<file path="src/sv/sat_pkg.sv">
// Package with the shared types and constants of the sorted array table.
package sat_pkg;

	localparam int unsigned VALUE_W = 32;
	localparam int unsigned COUNT_W = 5;
	localparam int unsigned INDEX_W = 4;
	localparam int unsigned FUNC_W  = 2;
	localparam int unsigned STAT_W  = 2;

	localparam logic [COUNT_W-1:0] CAP_RESET = COUNT_W'(16);

	localparam logic [FUNC_W-1:0] FUNC_INSERT = 2'd0;
	localparam logic [FUNC_W-1:0] FUNC_REMOVE = 2'd1;
	localparam logic [FUNC_W-1:0] FUNC_READ   = 2'd2;

	localparam logic [STAT_W-1:0] STAT_OK        = 2'd0;
	localparam logic [STAT_W-1:0] STAT_FULL      = 2'd1;
	localparam logic [STAT_W-1:0] STAT_BAD_INDEX = 2'd2;

	typedef struct packed {
		logic [FUNC_W-1:0]  func;
		logic [VALUE_W-1:0] value;
		logic [INDEX_W-1:0] index;
	} req_t;

	typedef struct packed {
		logic [VALUE_W-1:0] read_value;
		logic [STAT_W-1:0]  status;
		logic [COUNT_W-1:0] count;
	} rsp_t;

	typedef enum logic [2:0] {
		ST_IDLE,
		ST_INSERT,
		ST_INSERT_LAST,
		ST_REMOVE,
		ST_READ
	} state_t;

endpackage

</file>
<file path="src/sv/sorted_array_table.sv">
// Sorted array table: ascending table of 32-bit values with insert, remove and read.
//
//  channel   signals                        direction  transaction
//  request   start, busy, req               in         start & !busy
//  result    done, result                   out        done (one cycle, no hold-off)
//  config    cfg_valid, cfg_ready, cfg_data in         cfg_valid & cfg_ready
//
// Insert walks the table from the top entry down, one entry per cycle, with at most
// one read and one write of the entry memory each cycle. Remove walks up from
// index + 1 to the top. Read goes via ST_READ; refused, no-op and empty-table
// requests and top-entry removal finish in ST_IDLE. The result strobe is registered
// and rises in the cycle after the last step. Reset clears the count and sets
// capacity to 16. The receiver cannot stall; busy holds requests off during a walk.
module sorted_array_table #(
	parameter int unsigned DEPTH = 16
) (
	input  logic                        clk,
	input  logic                        arst_n,
	input  logic                        start,
	output logic                        busy,
	input  sat_pkg::req_t               req,
	output logic                        done,
	output sat_pkg::rsp_t               result,
	input  logic                        cfg_valid,
	output logic                        cfg_ready,
	input  logic [sat_pkg::COUNT_W-1:0] cfg_data
);

	localparam int unsigned AW        = (DEPTH > 1) ? $clog2(DEPTH) : 1;
	localparam int unsigned LIMIT_MAX = (DEPTH < 31) ? DEPTH : 31;
	localparam logic [sat_pkg::COUNT_W-1:0] DEPTH_LIMIT = sat_pkg::COUNT_W'(LIMIT_MAX);

	logic [sat_pkg::VALUE_W-1:0] mem [DEPTH];
	logic [sat_pkg::VALUE_W-1:0] rd_q;

	sat_pkg::state_t state_q, state_d;

	logic [sat_pkg::COUNT_W-1:0] count_q, count_d;
	logic [sat_pkg::COUNT_W-1:0] cap_q;
	logic [sat_pkg::COUNT_W-1:0] ptr_q, ptr_d;
	logic [sat_pkg::VALUE_W-1:0] value_q, value_d;

	logic                        we, re;
	logic [AW-1:0]               wa, ra;
	logic [sat_pkg::VALUE_W-1:0] wd;

	logic          done_d;
	sat_pkg::rsp_t res_d;
	logic          accept, full, bad_index;
	logic [sat_pkg::COUNT_W-1:0] index_ext;

	assign cfg_ready = 1'b1;
	assign busy      = (state_q != sat_pkg::ST_IDLE);
	assign accept    = start & ~busy;
	assign index_ext = sat_pkg::COUNT_W'(req.index);
	assign full      = (count_q >= cap_q) || (count_q >= DEPTH_LIMIT);
	assign bad_index = (index_ext >= count_q);

	always_ff @(posedge clk) begin
		if (we)
			mem[wa] <= wd;
		if (re)
			rd_q <= mem[ra];
	end

	always_ff @(posedge clk or negedge arst_n) begin
		if (!arst_n)
			state_q <= sat_pkg::ST_IDLE;
		else
			state_q <= state_d;
	end

	always_ff @(posedge clk or negedge arst_n) begin
		if (!arst_n) begin
			count_q <= '0;
			cap_q   <= sat_pkg::CAP_RESET;
			done    <= 1'b0;
		end else begin
			count_q <= count_d;
			done    <= done_d;
			if (cfg_valid && cfg_ready)
				cap_q <= cfg_data;
		end
	end

	always_ff @(posedge clk) begin
		ptr_q   <= ptr_d;
		value_q <= value_d;
		if (done_d)
			result <= res_d;
	end

	always_comb begin
		state_d          = state_q;
		count_d          = count_q;
		ptr_d            = ptr_q;
		value_d          = value_q;
		we               = 1'b0;
		wa               = '0;
		wd               = value_q;
		re               = 1'b0;
		ra               = '0;
		done_d           = 1'b0;
		res_d.read_value = '0;
		res_d.status     = sat_pkg::STAT_OK;
		res_d.count      = count_q;

		unique case (state_q)
			sat_pkg::ST_IDLE: begin
				if (accept) begin
					value_d = req.value;
					case (req.func)
						sat_pkg::FUNC_INSERT: begin
							if (full) begin
								done_d       = 1'b1;
								res_d.status = sat_pkg::STAT_FULL;
							end else if (count_q == '0) begin
								we          = 1'b1;
								wa          = '0;
								wd          = req.value;
								count_d     = count_q + 1'b1;
								done_d      = 1'b1;
								res_d.count = count_q + 1'b1;
							end else begin
								ptr_d   = count_q - 1'b1;
								re      = 1'b1;
								ra      = AW'(count_q - 1'b1);
								state_d = sat_pkg::ST_INSERT;
							end
						end
						sat_pkg::FUNC_REMOVE: begin
							if (bad_index) begin
								done_d       = 1'b1;
								res_d.status = sat_pkg::STAT_BAD_INDEX;
							end else if (index_ext + 1'b1 == count_q) begin
								count_d     = count_q - 1'b1;
								done_d      = 1'b1;
								res_d.count = count_q - 1'b1;
							end else begin
								ptr_d   = index_ext + 1'b1;
								re      = 1'b1;
								ra      = AW'(index_ext + 1'b1);
								state_d = sat_pkg::ST_REMOVE;
							end
						end
						sat_pkg::FUNC_READ: begin
							if (bad_index) begin
								done_d       = 1'b1;
								res_d.status = sat_pkg::STAT_BAD_INDEX;
							end else begin
								re      = 1'b1;
								ra      = AW'(index_ext);
								state_d = sat_pkg::ST_READ;
							end
						end
						default: begin
							done_d = 1'b1;
						end
					endcase
				end
			end
			sat_pkg::ST_INSERT: begin
				we = 1'b1;
				wa = AW'(ptr_q + 1'b1);
				if (rd_q >= value_q) begin
					wd = rd_q;
					if (ptr_q == '0) begin
						state_d = sat_pkg::ST_INSERT_LAST;
					end else begin
						ptr_d = ptr_q - 1'b1;
						re    = 1'b1;
						ra    = AW'(ptr_q - 1'b1);
					end
				end else begin
					wd          = value_q;
					count_d     = count_q + 1'b1;
					done_d      = 1'b1;
					res_d.count = count_q + 1'b1;
					state_d     = sat_pkg::ST_IDLE;
				end
			end
			sat_pkg::ST_INSERT_LAST: begin
				we          = 1'b1;
				wa          = '0;
				wd          = value_q;
				count_d     = count_q + 1'b1;
				done_d      = 1'b1;
				res_d.count = count_q + 1'b1;
				state_d     = sat_pkg::ST_IDLE;
			end
			sat_pkg::ST_REMOVE: begin
				we = 1'b1;
				wa = AW'(ptr_q - 1'b1);
				wd = rd_q;
				if (ptr_q + 1'b1 == count_q) begin
					count_d     = count_q - 1'b1;
					done_d      = 1'b1;
					res_d.count = count_q - 1'b1;
					state_d     = sat_pkg::ST_IDLE;
				end else begin
					ptr_d = ptr_q + 1'b1;
					re    = 1'b1;
					ra    = AW'(ptr_q + 1'b1);
				end
			end
			sat_pkg::ST_READ: begin
				done_d           = 1'b1;
				res_d.read_value = rd_q;
				state_d          = sat_pkg::ST_IDLE;
			end
			default: begin
				state_d = sat_pkg::ST_IDLE;
			end
		endcase
	end

endmodule
</file>
<file path="config.mk">
export PLATFORM = sky130hd
export DESIGN_NAME = sorted_array_table
export DESIGN_NICKNAME = d
export VERILOG_FILES = /design/src/sv/sat_pkg.sv /design/src/sv/sorted_array_table.sv
export SDC_FILE = /design/constraint.sdc
export NUM_CORES = 1
export LEC_CHECK = 0
export ABC_AREA = 1
export CELL_PAD_IN_SITES_DETAIL_PLACEMENT = 1
export CELL_PAD_IN_SITES_GLOBAL_PLACEMENT = 1
export CORE_UTILIZATION = 40
export DETAILED_ROUTE_END_ITERATION = 10
export DONT_BUFFER_PORTS = 1
export GPL_ROUTABILITY_DRIVEN = 0
export GPL_TIMING_DRIVEN = 0
export PLACE_DENSITY = 0.68
export SKIP_LAST_GASP = 1
export SLEW_MARGIN = 20
export SYNTH_ARGS = -nofsm -noshare
export SYNTH_HDL_FRONTEND = slang
export SYNTH_SLANG_ARGS = --single-unit
export TNS_END_PERCENT = 100
</file>
<file path="constraint.sdc">
create_clock -name clk -period 12.4 [get_ports clk]
set_input_delay 0.62 -clock clk [delete_from_list [all_inputs] [get_ports clk]]
set_output_delay 0.62 -clock clk [all_outputs]
set_load 0.02 [all_outputs]
</file>
Word-level counts from Yosys, hierarchy flattened
Memory sizes are Yosys's and may differ from the RTL's. A register that Yosys moved wholly into a read port is not among the register bits.
Cells that the tools add are included.
{"block": "word_totals", "n_memories": 1, "word_cells": 137, "out_inout_bits": 42, "in_bits": 47, "reg_bits": 90, "ramBits": 512}
{"block": "op_classes", "bitwise_logic": 2, "add_sub_neg": 5, "mux": 80, "n_lt_le_gt_ge": 4, "n_eq_ne": 21, "reduce_logical": 15}
{"name": "mem", "depth": 16, "width": 32, "read_ports": 1, "rd_clocked_by_memory_dff": 1, "write_ports": 1, "line": "sorted_array_table.sv:33", "text": "logic [sat_pkg::VALUE_W-1:0] mem [DEPTH];"}
{"cell": "$mux W32", "n": 5}
{"cell": "$pmux W32 S3", "n": 1}
{"cell": "$mux W5", "n": 16}
{"cell": "$pmux W5 S4", "n": 2}
{"cell": "$mux W4", "n": 9}
{"cell": "$ge A32 B32 Y1", "n": 1}
{"cell": "$mux W3", "n": 9}
{"cell": "$pmux W4 S3", "n": 2}
{"cell": "$mux W1", "n": 23}
{"cell": "$pmux W5 S2", "n": 2}
{"cell": "$ne A3 B3 Y1 const B", "n": 6}
{"cell": "$pmux W3 S3", "n": 2}
{"cell": "$pmux W5 S3", "n": 1}
{"cell": "$add A5 B1 Y5 const B", "n": 2}
{"cell": "$eq A5 B5 Y1", "n": 2}
{"cell": "$logic_not A5 Y1", "n": 2}
{"cell": "$ne A2 B2 Y1 const B", "n": 5}
{"cell": "$reduce_and A10 Y1", "n": 1}
{"cell": "$sub A5 B1 Y5 const B", "n": 2}
{"cell": "$pmux W1 S3", "n": 3}
{"cell": "$reduce_and A9 Y1", "n": 1}
{"cell": "$pmux W4 S2", "n": 1}
{"cell": "$eq A3 B2 Y1 const B", "n": 2}
{"cell": "$reduce_bool A3 Y1", "n": 2}
{"cell": "other kinds (23)", "n": 25}

Logic depth before layout (Yosys ltp)
{"block": "logic_depth", "ltp_word": 8, "depth_mapped": 22, "depth_no_buf": 21}

Worst setup path after synthesis
OpenSTA, ideal clock, no wires.
{"block": "synth_timing", "kind": "input-to-reg", "start": "input port req[36] (netlist bit)", "end": "memory mem[0][0] (netlist bit) (enable)", "path_slack_ps": 5145, "n_path_buf": 1, "arrival_ps": 6661, "t_required_ps": 11806, "path_stages": 7, "setup_time_ps": 594, "cell_sequence": "inv_1 > ha_1 > inv_1 > nor3_1 > nand3_1 > buf_2 > a2111oi_0"}
{"block": "synth_via", "elab_chain_cells": 6}
{"item": "start: declaration", "line": "sorted_array_table.sv:21", "text": "input sat_pkg::req_t req,"}
{"item": "$logic_not A2 Y1", "line": "sorted_array_table.sv:112", "text": "case (req.func)"}
{"item": "$mux W1", "line": "sorted_array_table.sv:112"}
{"item": "$mux W1", "line": "sorted_array_table.sv:110", "text": "if (accept) begin"}
{"item": "$pmux W1 S2", "line": "sorted_array_table.sv:108", "text": "unique case (state_q)"}
{"item": "$mux W1", "line": "sorted_array_table.sv:60", "text": "if (we)"}
{"item": "$mux W1 (not written as such)", "line": "sorted_array_table.sv:61", "text": "mem[wa] <= wd;"}
{"item": "end: declaration", "line": "sorted_array_table.sv:33"}
No other way between the ends.

Final worst setup path
{"block": "layout_timing", "start": "register value_q[15] (netlist bit)", "end": "register rd_q[1] (netlist bit), read port of mem, data pin"}
{"block": "layout_via", "elab_chain_cells": 3, "word_cells_on_any_way": 5, "cone_classes": "order compare (1); mux (4)"}
{"item": "start: declaration", "line": "sorted_array_table.sv:41", "text": "logic [sat_pkg::VALUE_W-1:0] value_q, value_d;"}
{"item": "start signal: assignment", "line": "sorted_array_table.sv:88", "text": "value_q <= value_d;"}
{"item": "$ge A32 B32 Y1 *", "line": "sorted_array_table.sv:165", "text": "if (rd_q >= value_q) begin"}
{"item": "$mux W4 / $mux W1 (equally long branches)", "line": "sorted_array_table.sv:165"}
{"item": "$pmux W4 S3 / $pmux W1 S3 (equally long branches)", "line": "sorted_array_table.sv:108"}
{"item": "end: declaration", "line": "sorted_array_table.sv:34", "text": "logic [sat_pkg::VALUE_W-1:0] rd_q;"}
Every way passes the cells marked *; elsewhere a longest branch is shown, timed or not.
A chain may end at the register's enable or synchronous reset.

==> metrics <==
outcome=finished, final reports clean; cell taking the most area after synthesis=edfxtp_1; WL/cell=27.6 µm; final count of hold timing violations=0; total gr overflow=0; Hold WS=84.8 ps; placed cell count=3,636; Post-Syn Nets=2,730; DIE WIDTH=272 µm; largest cells by area after synthesis=edfxtp_1 (64%), nand2_1 (7.4%), nand3_1 (7.3%); Required @ worst endpoint=12,830 ps; Synth top cells by count=edfxtp_1 (620), nand2_1 (575), nand3_1 (425); # DRC=0; area grow syn2layout=16.1%; Num CTS Buffers=71; most numerous cell in the Yosys netlist=edfxtp_1; Core Rows=98; TritonCTS sink count=634; gr usage total=28.0%; Crit Path Class=flip-flop to flip-flop; worst path cell trace=inv_1 -> ha_1 -> nand2_1 -> nor2_1 -> nand2_1 -> nor2_1 -> nor2_1 -> nand2_1 -> nand2_1 -> nand2_1 -> nand3_2 -> clkbuf_1 -> clkbuf_1 -> nand4_1 -> nand3_1 -> nand3_1 -> nand2_1 -> nand2_1 -> nand2_1; Synth Register Bits=634; setup TNS=0 ps; RSZ-0062 raised after global routing=no; clock period minus final worst setup slack=4350 ps; layout cells sized above 1=13.5%; nature of the critical path endpoint=flip-flop; slowest stage delay, CP=880 ps; Setup WS post-layout=8050 ps; CTS tree=yes; routed vias/inst=6.04; Placed Area=0.0315 mm²; Synth top area share=63.9%; EDFF count, synth=620; total of warnings raised by yosys=0; Top FF cell, synth=edfxtp_1; 1st-iter DRT viols=2,364; synthesized instance count=2,629; Top cell by count, worst path=nand2_1; Finished Layout Cells=3,766; TritonRoute pass-1 iters=5; Worst path slowest cell=clkbuf_1; Die Y=272 µm; Clock Latency Late Sink=640 ps; global-route wire length before repair=153 mm; nets=2,861; Leakage=12.5 nW; vias after detailed routing=22,736; peak supply drop=0.150 mV; Post-DRT Antenna Nets=0; crit share post-route=35.0%; Max transition margin=24.0%; crit path launch type=flip-flop; Setup Skew=43.6 ps; Power per Cell Area=306 mW/mm²; Crit path arrival time=4780 ps; FF-to-FF path depth=19; Final Cell Area=0.0338 mm²; mean area per synthesized cell=11.1 µm²; vias in the first global route=23,717; Port Buffers=0; clk slew on worst S/H paths=60 ps; Post-synth ARST share=2.21%; Synth cell types=52; initial core utilization=40.6%; worst-path maximum fanout=10; largest net degree at the start of global routing=38; # Post-CTS Setup Buffers=0; IO Pins=89; sequential fraction of the synthesis area=65.1%; hpwl dp=74.2 mm; die area=0.0739 mm²; Levels on crit path=19; fmax=230 MHz; initial antenna violation count=3; max-cap violation count=0; critical path's top delay family=simple AND/OR/NAND/NOR gates; CP bufs+invs=3; Core Region=0.0717 mm²; worst-margin pin slew=1140 ps; mapped cell area=0.0291 mm²; Final Slew Violations=0; Hold Path Cell Cnt=0; DRT Wirelength=104 mm; H-tree depth=3; Root Buffer=clkbuf_16; Hold WC Path Type=primary input to flip-flop; Placement Setup Slack=8220 ps; final-report setup violation count=0; CTS Buffer Depth=3
placed cells by master, fill, tap and decap left out, types with 4 or more instances in the layout:
| cell | netlist | routed |
|---|---|---|
| a32oi_2 | 0 | 4 |
| a221oi_1 | 8 | 8 |
| buf_16 | 0 | 8 |
| buf_1 | 11 | 11 |
| nand2_1 | 575 | 575 |
| o2111ai_2 | 0 | 18 |
| xor2_1 | 10 | 10 |
| nor3_1 | 6 | 6 |
| ha_1 | 54 | 54 |
| nand3_2 | 6 | 6 |
| inv_2 | 6 | 6 |
| clkinv_2 | 0 | 12 |
| clkinv_1 | 1 | 15 |
| a21oi_1 | 63 | 63 |
| edfxtp_1 | 620 | 620 |
| buf_12 | 0 | 9 |
| nor2_4 | 2 | 17 |
| dfrtp_1 | 13 | 13 |
| buf_4 | 42 | 44 |
| clkbuf_1 | 40 | 54 |
| nand3_1 | 425 | 425 |
| clkbuf_16 | 0 | 72 |
| nor2_1 | 102 | 87 |
| buf_6 | 1 | 32 |
| a22oi_2 | 0 | 8 |
| nand4_1 | 270 | 270 |
| buf_2 | 101 | 107 |
| o21ai_0 | 53 | 52 |
| bufinv_16 | 0 | 9 |
| o211ai_1 | 9 | 9 |
| nor2_2 | 5 | 5 |
| inv_1 | 133 | 133 |
cells by family (layout without fill, tap and decap cells):
kind of cell,Yosys count,after routing,share of synthesized area (%)
other,1,2,0.0129
flip-flops,634,634,65.1
AO/OA/AOI/OAI,192,192,4.12
buffers and inverters,335,521,5.32
XOR/XNOR,14,14,0.447
multiplexers,1,1,0.0387
adder cells (fa/ha/maj),54,54,2.32
AND/OR/NAND/NOR,1398,1398,22.6
final timing paths:
check                            startpoint          end  slack (ps)
worst max-delay path            value_q[15]      rd_q[1]        8050
worst min register to register     cap_q[4]     cap_q[4]         530
worst max register to register  value_q[15]      rd_q[1]        8050
worst min-delay path                req[19]  value_q[15]          80
max in group asynchronous            arst_n   count_q[3]       11410
min in group asynchronous            arst_n   state_q[0]         520
flip-flops by register name, indices dropped and copies added, names as in the netlist:
name / flops
done: 1
mem: 512
ptr_q: 5
value_q: 32
count_q: 5
state_q: 3
cap_q: 5
rd_q: 32
result: 39
layer usage:
metal / vias up / wire [µm] / GRT usage (%)
li1: 9876 / - / -
met1: 11630 / 42500 / 36.9
met2: 1018 / 49400 / 46.1
met3: 210 / 8540 / 5.15
met4: 2 / 3410 / 10.5
met5: - / 14 / 0
report_power, final:
group | internal, W | total, W | switching [W]
logic | 0.00121 | 0.00449 | 0.00329
registers | 0.00342 | 0.00371 | 0.000290
clock network | 0.00126 | 0.00216 | 0.000899
total | 0.00589 | 0.0104 | 0.00448
cell type report:
cell class / count / area [µm²]
clock inverters: 42 / 492
plain buffers: 195 / 1020
well taps: 950 / 1190
flip-flops and latches: 634 / 19000
inverters: 140 / 526
repair buffers: 58 / 820
fillers: 7649 / 37900
clock buffers: 86 / 1850
multi-input cells: 1660 / 8960
diodes: 1 / 2.50
metrics by stage:
stage | power, W | util (%)
2_1_floorplan | 0.00598 | -
3_3_place_gp | 0.00767 | 42.3
3_5_place_dp | 0.00812 | 43.9
4_1_cts | 0.0103 | 47.2
5_1_grt | 0.0108 | 47.2
6_report | 0.0104 | 47.2
repair_timing:
| action | 4_1_cts | 5_1_grt |
|---|---|---|
| hold buffers | 1 | 0 |
| resized for setup | 0 | 0 |
| hold endpoints to repair | 14 | 0 |
Note: power is estimated with default switching activity, not from simulation.
